File: config.mk
export PLATFORM = sky130hd
export DESIGN_NAME = sptg_ctrl
export DESIGN_NICKNAME = d
export VERILOG_FILES = /design/src/rtl/sptg_pkg.sv /design/src/rtl/sptg_ctrl.sv
export SDC_FILE = /design/constraint.sdc
export NUM_CORES = 1
export LEC_CHECK = 0
export CAP_MARGIN = 20
export CORE_AREA = 2 2 39 41
export CTS_CLUSTER_SIZE = 12
export DETAILED_ROUTE_END_ITERATION = 7
export DIE_AREA = 0 0 41 43
export DONT_BUFFER_PORTS = 1
export HOLD_SLACK_MARGIN = 0.12
export PLACE_DENSITY = 0.59
export SLEW_MARGIN = 20
export SYNTH_ARGS = -nofsm -noshare
export SYNTH_HDL_FRONTEND = slang
export SYNTH_SLANG_ARGS = --single-unit
File: constraint.sdc
create_clock -name clk -period 3.6 [get_ports clk]
set_clock_uncertainty 0.15 [all_clocks]
set_input_delay 0.72 -clock clk [delete_from_list [all_inputs] [get_ports clk]]
set_output_delay 0.72 -clock clk [all_outputs]
set_load 0.02 [all_outputs]
File: src/rtl/sptg_pkg.sv
// ----------------------------------------------------------------------------
// sptg_pkg
// shared types for the sparse table range gcd block
// ----------------------------------------------------------------------------
package sptg_pkg;

  localparam int unsigned IdxBits = 10;
  localparam int unsigned LenBits = IdxBits + 1;
  localparam int unsigned KBits   = $clog2(LenBits);

  localparam logic ReqLoad  = 1'b0;
  localparam logic ReqQuery = 1'b1;

  typedef struct packed {
    logic               req_type;
    logic [31:0]        value;
    logic               last_element;
    logic [IdxBits-1:0] left_index;
    logic [IdxBits-1:0] right_index;
  } sptg_in_t;

  typedef struct packed {
    logic [31:0] gcd_value;
    logic        error_flag;
    logic        overflow_flag;
  } sptg_out_t;

  typedef enum logic [1:0] {
    RD_Q_LO,
    RD_Q_HI,
    RD_B_LO,
    RD_B_HI
  } rd_sel_t;

  typedef struct packed {
    logic    cap;
    logic    opa_ld;
    logic    gcd_start;
    logic    wr_build;
    logic    next_row;
    logic    next_level;
    logic    bld_init;
    logic    bld_done;
    logic    out_ld;
    rd_sel_t rd_sel;
  } sptg_cmd_t;

  typedef struct packed {
    logic q_ok;
    logic lvl_ok;
    logic row_ok;
    logic gcd_done;
    logic out_free;
  } sptg_sts_t;

endpackage

File: src/rtl/sptg_ctrl.sv
// ----------------------------------------------------------------------------
// sptg_ctrl
// sequencer for loads, table build and queries
// ----------------------------------------------------------------------------
module sptg_ctrl (
  input  logic                clk,
  input  logic                rst_n,
  input  logic                in_valid,
  input  logic                req_type,
  input  logic                last_element,
  output logic                in_stall,
  output sptg_pkg::sptg_cmd_t cmd,
  input  sptg_pkg::sptg_sts_t sts
);
  import sptg_pkg::*;

  typedef enum logic [3:0] {
    S_IDLE,
    S_Q_EVAL,
    S_Q_RDA,
    S_Q_RDB,
    S_Q_GCD,
    S_Q_OUT,
    S_B_CHK,
    S_B_RDA,
    S_B_RDB,
    S_B_GCD,
    S_B_WR
  } state_t;

  state_t state_r;

  always_ff @(posedge clk) begin
    if (!rst_n) begin
      state_r <= S_IDLE;
    end else begin
      unique case (state_r)
        S_IDLE: begin
          if (in_valid) begin
            if (req_type == ReqQuery) state_r <= S_Q_EVAL;
            else if (last_element)    state_r <= S_B_CHK;
          end
        end
        S_Q_EVAL: state_r <= sts.q_ok ? S_Q_RDA : S_Q_OUT;
        S_Q_RDA:  state_r <= S_Q_RDB;
        S_Q_RDB:  state_r <= S_Q_GCD;
        S_Q_GCD:  if (sts.gcd_done) state_r <= S_Q_OUT;
        S_Q_OUT:  if (sts.out_free) state_r <= S_IDLE;
        S_B_CHK: begin
          if (!sts.lvl_ok)     state_r <= S_IDLE;
          else if (sts.row_ok) state_r <= S_B_RDA;
        end
        S_B_RDA:  state_r <= S_B_RDB;
        S_B_RDB:  state_r <= S_B_GCD;
        S_B_GCD:  if (sts.gcd_done) state_r <= S_B_WR;
        S_B_WR:   state_r <= S_B_CHK;
        default:  state_r <= S_IDLE;
      endcase
    end
  end

  assign in_stall = (state_r != S_IDLE);

  always_comb begin
    cmd        = '0;
    cmd.rd_sel = RD_Q_LO;
    unique case (state_r)
      S_IDLE: begin
        cmd.cap      = in_valid;
        cmd.bld_init = in_valid && (req_type == ReqLoad) && last_element;
      end
      S_Q_EVAL: cmd.rd_sel = RD_Q_LO;
      S_Q_RDA: begin
        cmd.rd_sel = RD_Q_HI;
        cmd.opa_ld = 1'b1;
      end
      S_Q_RDB:  cmd.gcd_start = 1'b1;
      S_Q_GCD:  cmd.rd_sel = RD_Q_LO;
      S_Q_OUT:  cmd.out_ld = sts.out_free;
      S_B_CHK: begin
        cmd.rd_sel     = RD_B_LO;
        cmd.bld_done   = !sts.lvl_ok;
        cmd.next_level = sts.lvl_ok && !sts.row_ok;
      end
      S_B_RDA: begin
        cmd.rd_sel = RD_B_HI;
        cmd.opa_ld = 1'b1;
      end
      S_B_RDB:  cmd.gcd_start = 1'b1;
      S_B_GCD:  cmd.rd_sel = RD_B_LO;
      S_B_WR: begin
        cmd.wr_build = 1'b1;
        cmd.next_row = 1'b1;
      end
      default:  cmd.rd_sel = RD_Q_LO;
    endcase
  end

endmodule

[After elaboration in Yosys (flattened, before gate mapping)]
Cells that the tools add are included.
Storage, ports and cells
  register bits after elaboration: 4
Cells by class
  reductions and logical operators: 11
  bitwise operators: 1
  eq/ne operators: 16
  mux-type cells: 19
Operators with widths (count)
  $pmux 4 s11: 1
  $mux 4: 8
  $eq 4x3->1 const B: 4
  $eq 4x4->1 const B: 3
  $eq 4x2->1 const B: 2
  $ne 2x2->1 const B: 4
  $mux 1: 7
  $ne 3x3->1 const B: 2
  $pmux 2 s3: 1
  $reduce_and 6->1: 1
  $reduce_or 2->1: 3
  $eq 4x1->1 const B: 1
  $logic_not 4->1: 1
  $reduce_bool 4->1: 1
  $logic_and 1x1->1: 3
  $mux 3: 1
  $logic_not 1->1: 2
  $mux 2: 1
  $not 1->1: 1

[Depth between registers and ports, before layout]
Gate-level depths: netlist (run 1).
  word-level depth: 4
  mapped depth: 5

[Least setup slack after synthesis (run 1)]
OpenSTA, ideal clock, no wires.
  path type: reg-to-output
  from: register state_r[3]
  to: output cmd[4] (netlist bit)
  data required time: 2.730 ns
  setup slack: 1.147 ns
  data arrival time: 1.583 ns
  path buffers: 0
  cell stages (with the launch flop): 4
  path through: dfxtp_1 > or4_4 > nor2_1 > and3b_1
RTL lines
  start, declared: RTL line sptg_ctrl.sv:31  | state_t state_r;
  start signal, assigned: RTL line sptg_ctrl.sv:44  | S_Q_EVAL: state_r <= sts.q_ok ? S_Q_RDA : S_Q_OUT;
  end, declared: RTL line sptg_ctrl.sv:12  | output sptg_pkg::sptg_cmd_t cmd,

==> qor.txt, run 1 <==
Compound-Gate Fraction of Synth Area = 35.6%
Tightest Hold Check Type = input pin to register
Largest net degree at the start of global routing = 25
Clock share of power = 13.2%
RSZ-0062 raised after global routing = false
Routed WL per cell = 15.6 µm
Syn-to-layout area delta = 2.67%
Critical Path Sink Type = output port
Avg Cell Area, Syn = 7.93 µm²
Max Slew Vio Count = 0
Hold buffer count at CTS = 0
Post-synth EDFFs = 0
Tmin final = 2.97 ns
N_diodes = 0
Vias after detailed routing = 519
Net Count, Synth = 81
Final setup fails = 0
Status = complete, no violations
Slowest stage delay, CP = 0.65 ns
Worst-path maximum fanout = 24
Routed vias/inst = 6.11
Biggest register = state_r
Core area = 1380 µm²
TritonCTS sink count = 4
Worst slack at placement = 0.875 ns
Synth cell types = 36
Setup ws final = 0.632 ns
Switching Share = 49.8%
Max_cap viols = 0
Row count = 14
Root buffer cell = clkbuf_4
Num ports = 22
Synth Area in XOR/XNOR = 0%
Largest regs = state_r: 4 flops
Internal power = 0.205 mW
Setup TNS Final = 0 ns
Register area share after synthesis = 14.2%
Worst path required time = 2.73 ns
Actual slew at the worst max-slew pin = 0.773 ns
Startpoint types = register
Rel. slew slack = 48.1%
Slowest CP cell = or4_4
DR pass1 iterations = 5
First-pass GRT wire length = 2150 µm
Routability cong. = 0.762
Fin. Hold Viols = 0
Die Height = 43 µm
DP Wirelength = 972 µm
Initial antenna violation count = 0
Num CTS Buffers = 3
Layout cells sized above 1 = 23.2%
CTS tree = yes
Worst VDD drop = 274 µV
Die Area = 1760 µm²
Vias in the first global route = 499
Sw Pwr = 0.203 mW
LEAKAGE = 0.194 nW
CP Buf/Inv Count = 0
Adder-cell share of the synthesized area = 0%
Largest area contributor in the netlist = dfxtp_1
Buffers on Ports = 0
Critical path class = register to output port
Top post-synthesis cells by area = dfxtp_1, a211oi_2, nor3_1
Die Wd = 41 µm
Post-CTS Setup Inserts = 0
Period Utilization, post-route = 82.4%
Syn Std Cell Area = 563 µm²
Largest family of logic cells by synthesized area = compound AO/OA/AOI/OAI gates
Area share of the leading cell type in the synthesized netlist = 14.2%
CTS H-tree depth = 1
Hold slack = 0.470 ns
Fmax = 337 MHz
Starting Density = 40.7%
Crit-path cells = or4_4, nor2_1, and3b_1
Overall power = 0.407 mW
Seq cells post-synth = 4
Drc violations = 0
Total congestion overflow = 0
Most instantiated library cell after synthesis = nor3_1
Synth Flop Type = dfxtp_1
CP top delay family = simple AND/OR/NAND/NOR gates
GRT Util Overall = 17.3%
Post-synthesis simple-gate area fraction = 35.1%
Post-layout util = 41.8%
Sequential Power Share = 26.8%
Combinational power share = 59.9%
Clock Path Buffers = 2
Resized Gates After CTS = 0
Initial DRC count = 16
DRT antenna net count = 0
Worst EP arrival = 2.10 ns
Top post-synthesis cells by count = nor3_1, inv_1, nor2_1
Yosys warns = 0
Post-Syn Instances = 71
Pwr dens = 705 nW/µm²
Post-synth ARST share = 0%
Max reg flops = 4
Total wire length = 1330 µm
Total Nets Final = 81
Clk slew on worst S/H paths = 0.04 ns
Clk_lat worst skew = 0.23 ns
Mux cell area share after synthesis = 5.56%
## power groups by stage
stage	logic [mW]	registers, mW	clock network [mW]
floorplan	0.258	0.0690	0
global placement	0.245	0.107	0
detailed placement	0.245	0.108	0
CTS	0.246	0.107	0.0579
global route	0.268	0.117	0.0617
finish	0.244	0.109	0.0540
## cells by family (layout without fill, tap and decap cells)
group                  Yosys count  in the layout
and+or+nand+nor                 32             32
AOI/OAI and AO/OA               21             21
DFF                              4              4
buffers and inverters           11              9
muxes                            3              3
## area by class of cell
type                       instances  area [µm²]
fill                             153         806
multi-input combinational         56         429
sequential                         4        80.1
clock buffer                       3        22.5
tap                               16        20.0
inverter                           5        18.8
timing repair buffer               1        7.51
## metrics by stage
step	std cells	area (µm²)
6_report	85	578
5_1_grt	85	578
4_1_cts	85	578
3_5_place_dp	82	556
3_3_place_gp	82	556
2_1_floorplan	71	563
## placed cells by master, fill, tap and decap left out, types with 2 or more instances in the layout
cell type and n:
nand2b_1 3, nand3b_1 2, a21oi_1 2, or3b_1 2, a211oi_2 3, o31ai_2 2, nor3_1 6, clkbuf_4 3
nor2_1 5, inv_1 5, a31oi_1 3, nand2_1 3, mux2i_1 2, o21ai_1 2, nor3b_1 2, dfxtp_1 4
## metal layers
| metal | vias up | share of wire, % | global-route usage [%] |
|---|---|---|---|
| met3 | 0 | 8.3 | 6.81 |
| li1 | 265 | - | - |
| met5 | - | 0 | 0 |
| met2 | 25 | 46 | 25.6 |
| met1 | 229 | 46 | 23.8 |
| met4 | 0 | 0 | 2.00 |
## path summary, 6_finish.rpt
path	endpoint	start	slack [ns]	depth (start not counted)
min	state_r[1]$_SDFFE_PN0P_	rst_n	0.47	2
max	cmd[4]	state_r[2]$_SDFFE_PN0P_	0.63	3
min reg2reg	state_r[0]$_SDFFE_PN0P_	state_r[0]$_SDFFE_PN0P_	0.53	2
max reg2reg	state_r[1]$_SDFFE_PN0P_	state_r[2]$_SDFFE_PN0P_	1.30	4
## worst register-to-register path, cell delays in order (launching register included)
cell,delay [ns]
dfxtp_1,0.75
or2b_2,0.42
nor3_1,0.66
nand2_1,0.17
o31ai_2,0.08
No activity file was read; power rests on OpenSTA's default activity.
==> run 2, diff against run 1 <==
--- a/config.mk
+++ b/config.mk
@@ -12,7 +12,7 @@
 export DIE_AREA = 0 0 41 43
 export DONT_BUFFER_PORTS = 1
 export HOLD_SLACK_MARGIN = 0.12
-export PLACE_DENSITY = 0.59
+export PLACE_DENSITY = 0.61
 export SLEW_MARGIN = 20
 export SYNTH_ARGS = -nofsm -noshare
 export SYNTH_HDL_FRONTEND = slang
==> constraint.sdc (replaced) <==
create_clock -name clk -period 2.6 [get_ports clk]
set_clock_uncertainty 0.15 [all_clocks]
set_input_delay 0.52 -clock clk [delete_from_list [all_inputs] [get_ports clk]]
set_output_delay 0.52 -clock clk [all_outputs]
set_load 0.02 [all_outputs]
==> qor.txt, run 2 (synthesis gave the netlist of run 1 again) <==
Pwr dens = 963 nW/µm²
Status = complete, no violations
Layout cells sized above 1 = 32.9%
Die Area = 1760 µm²
Placed Instances = 92
DRT antenna net count = 0
Num ports = 22
Register Area = 80.1 µm²
N_diodes = 0
Actual slew at the worst max-slew pin = 0.469 ns
LEAKAGE = 0.248 nW
Row count = 14
Total congestion overflow = 0
TritonCTS sink count = 4
Clk slew on worst S/H paths = 0.04 ns
First-pass GRT wire length = 2370 µm
Resized Gates After CTS = 0
Commonest cells after routing, fill and taps aside = buf_4, nor3_1, inv_1, nor2_1, dfxtp_1
Clock Path Buffers = 2
Core area = 1380 µm²
Clk_lat worst skew = 0.24 ns
Die Height = 43 µm
DR pass1 iterations = 4
# fillers = 146
Total wire length = 1550 µm
Post-CTS Setup Inserts = 0
Tightest Hold Check Type = input pin to register
Vias after detailed routing = 592
Starting Density = 40.7%
Period Utilization, post-route = 87.2%
Hold buffer count at CTS = 0
Largest regs = state_r: 4 flops
Worst path required time = 1.93 ns
Root buffer cell = clkbuf_4
Path depth of the worst reg2reg path = 5
Largest net degree at the start of global routing = 24
Syn-to-layout area delta = 16.0%
Rel. slew slack = 68.3%
Hold slack = 0.261 ns
Critical path class = register to output port
Startpoint types = register
Final setup fails = 0
Max Slew Vio Count = 0
Worst VDD drop = 281 µV
Total Nets Final = 91
RSZ-0062 raised after global routing = false
Max reg flops = 4
Layout Cells excl Fill = 95
Die Wd = 41 µm
Critical Path Sink Type = output port
Routability cong. = 0.803
Vias in the first global route = 531
Commonest non-fill, non-tap cell in the layout = buf_4
Biggest register = state_r
Tmin final = 2.27 ns
CTS tree = yes
Min-Delay Path Depth = 2
Area of the multi-input gates = 429 µm²
CTS H-tree depth = 1
Fin. Hold Viols = 0
GRT Util Overall = 19.7%
DP Wirelength = 1070 µm
Initial DRC count = 18
Num CTS Buffers = 3
Routed vias/inst = 6.23
Setup TNS Final = 0 ns
Fmax = 441 MHz
Routed WL per cell = 16.3 µm
Worst EP arrival = 1.60 ns
Initial antenna violation count = 0
Max_cap viols = 0
Worst-path maximum fanout = 3
Drc violations = 0
Buffers on Ports = 0
run 2: changes by cell type in the layout (fill, tap and decap cells not counted), sizes merged:
cell	change
buf	+10
run 2: metal layers:
layer / share of wire (%) / GRT usage [%]
met3: 7.0 / 4.71
met2: 49 / 32.5
met1: 42 / 23.7
met5: 0 / 0
met4: 1.6 / 6.00
run 2: worst paths after layout:
| path | startpoint | end | slack [ns] |
|---|---|---|---|
| worst max-delay path | state_r[3]$_SDFFE_PN0P_ | cmd[4] | 0.33 |
| worst min-delay path | rst_n | state_r[1]$_SDFFE_PN0P_ | 0.26 |
| worst max register to register | state_r[2]$_SDFFE_PN0P_ | state_r[2]$_SDFFE_PN0P_ | 0.76 |
| worst min register to register | state_r[0]$_SDFFE_PN0P_ | state_r[0]$_SDFFE_PN0P_ | 0.54 |
run 2: worst max-delay path, stage by stage (launching register included):
cell and delay [ns]:
dfxtp_1 0.30, or4_4 0.60, nor2_1 0.15, and3b_1 0.30
run 2: through the flow:
step / area [µm²] / utilization, % / worst slack (ns) / total power [mW]
6_report: 653 / 47.2 / 0.333 / 0.629
3_3_place_gp: 631 / 45.6 / 0.618 / 0.537
3_5_place_dp: 631 / 45.6 / 0.573 / 0.543
5_1_grt: 653 / 47.2 / 0.235 / 0.677
2_1_floorplan: 563 / - / 0.347 / 0.453
4_1_cts: 653 / 47.2 / 0.319 / 0.628
run 2: area by class of cell:
cell class | count | share of cell area, %
clock buffers | 3 | 3.45
well taps | 16 | 3.07
inverters | 5 | 2.87
flip-flops and latches | 4 | 12.3
multi-input cells | 56 | 65.7
repair buffers | 11 | 12.6
run 2: report_power, final:
part / switching, mW / internal [mW]
sequential: 0.0124 / 0.0786
clock: 0.0298 / 0.0519
combinational: 0.261 / 0.195
total: 0.304 / 0.326
==> run 3, diff against run 2 <==
--- a/config.mk
+++ b/config.mk
@@ -13,6 +13,7 @@
 export DONT_BUFFER_PORTS = 1
 export HOLD_SLACK_MARGIN = 0.12
 export PLACE_DENSITY = 0.61
+export REMOVE_ABC_BUFFERS = 1
 export SLEW_MARGIN = 20
 export SYNTH_ARGS = -nofsm -noshare
 export SYNTH_HDL_FRONTEND = slang
==> qor.txt, run 3 (synthesis gave the netlist of run 1 again) <==
Status = complete, no violations
RSZ-0062 raised after global routing = false
Worst Hold Path EP = state_r[0]$_SDFFE_PN0P_
Row count = 14
Setup TNS Final = 0 ns
Num ports = 22
Largest net degree at the start of global routing = 24
Switching Share = 47.4%
Overall power = 0.619 mW
Layout cells sized above 1 = 32.9%
Fmax = 446 MHz
Initial antenna violation count = 0
Routability cong. = 0.714
Routed WL per cell = 14.8 µm
Num CTS Buffers = 3
Core area = 1380 µm²
Crit path launch = state_r[3]$_SDFFE_PN0P_
First-pass GRT wire length = 2320 µm
Die Wd = 41 µm
Clk slew on worst S/H paths = 0.04 ns
Worst EP arrival = 1.57 ns
Internal power = 0.325 mW
Sequential Power Share = 14.2%
CTS H-tree depth = 1
Worst VDD drop = 617 µV
Vias in the first global route = 517
Max Slew Vio Count = 0
Total Nets Final = 91
Commonest non-fill, non-tap cell in the layout = buf_4
Total congestion overflow = 0
DRT antenna net count = 0
Die Area = 1760 µm²
Reg2Reg Setup Slack = 0.78 ns
Post-CTS Setup Inserts = 0
Worst reg2reg endpoint = state_r[3]$_SDFFE_PN0P_
Buffers on Ports = 0
Total wire length = 1400 µm
HP Start = rst_n
DP Wirelength = 1080 µm
Tmin final = 2.24 ns
Vias after detailed routing = 561
LEAKAGE = 0.248 nW
Rel. slew slack = 72.6%
Syn-to-layout area delta = 16.0%
Max_cap viols = 0
Period Utilization, post-route = 86.3%
Largest regs = state_r: 4 flops
Starting Density = 40.7%
Tightest Hold Check Type = input pin to register
Startpoint types = register
Min-Delay Path Depth = 2
Resized Gates After CTS = 0
Max reg flops = 4
Routed vias/inst = 5.91
Biggest register = state_r
GRT Util Overall = 19.8%
Initial DRC count = 18
Die Height = 43 µm
Worst path required time = 1.93 ns
R2R Path Start = state_r[2]$_SDFFE_PN0P_
Clock Path Buffers = 2
Root buffer cell = clkbuf_4
Worst-path maximum fanout = 3
Critical path class = register to output port
Final setup fails = 0
Sw Pwr = 0.293 mW
N_diodes = 0
Path depth of the worst reg2reg path = 5
TritonCTS sink count = 4
Hold buffer count at CTS = 0
Commonest cells after routing, fill and taps aside = buf_4, nor3_1, inv_1, nor2_1, dfxtp_1
Drc violations = 0
Clk_lat worst skew = 0.24 ns
Clock share of power = 13.0%
Actual slew at the worst max-slew pin = 0.406 ns
Combinational power share = 72.8%
CTS tree = yes
Fin. Hold Viols = 0
Critical Path Sink Type = output port
DR pass1 iterations = 4
Pwr dens = 947 nW/µm²
## run 3: power by group through the flow
stage | registers [mW] | clock network, mW | logic, mW
floorplan | 0.131 | 0 | 0.302
global placement | 0.0880 | 0 | 0.443
detailed placement | 0.0888 | 0 | 0.448
CTS | 0.0882 | 0.0836 | 0.449
global route | 0.0897 | 0.0866 | 0.488
finish | 0.0879 | 0.0804 | 0.450
## run 3: worst max path at each step
stage	endpoint	slack [ns]	depth (start not counted)
floorplan	cmd[4]	0.21	3
global placement	cmd[4]	0.62	3
detailed placement	cmd[4]	0.60	3
CTS	cmd[4]	0.35	3
global route	cmd[5]	0.21	4
finish	cmd[4]	0.36	3
## run 3: metal layers
layer	routed length, µm	GRT usage, %	up-vias
li1	-	-	281
met5	0	0	-
met3	81	6.81	2
met1	607	24.2	260
met2	696	30.3	18
met4	19	8.00	0
## run 3: final cells by class
class | count | area [µm²]
fill | 140 | 731
multi-input combinational | 56 | 429
inverter | 5 | 18.8
sequential | 4 | 80.1
timing repair buffer | 11 | 82.6
tap | 16 | 20.0
clock buffer | 3 | 22.5
## run 3: worst max-delay path, stage by stage, from the launching register on
cell and delay (ns):
dfxtp_1 0.30, or4_4 0.60, nor2_1 0.14, and3b_1 0.29
## run 3: metrics by stage
stage | util [%] | setup WS [ns] | cell area (µm²) | hold slack, ns | instances
4_1_cts | 47.2 | 0.346 | 653 | 0.279 | 95
5_1_grt | 47.2 | 0.208 | 653 | 0.284 | 95
6_report | 47.2 | 0.356 | 653 | 0.281 | 95
3_3_place_gp | 45.6 | 0.621 | 631 | 0.496 | 92
2_1_floorplan | - | 0.212 | 528 | 0.435 | 65
3_5_place_dp | 45.6 | 0.603 | 631 | 0.520 | 92
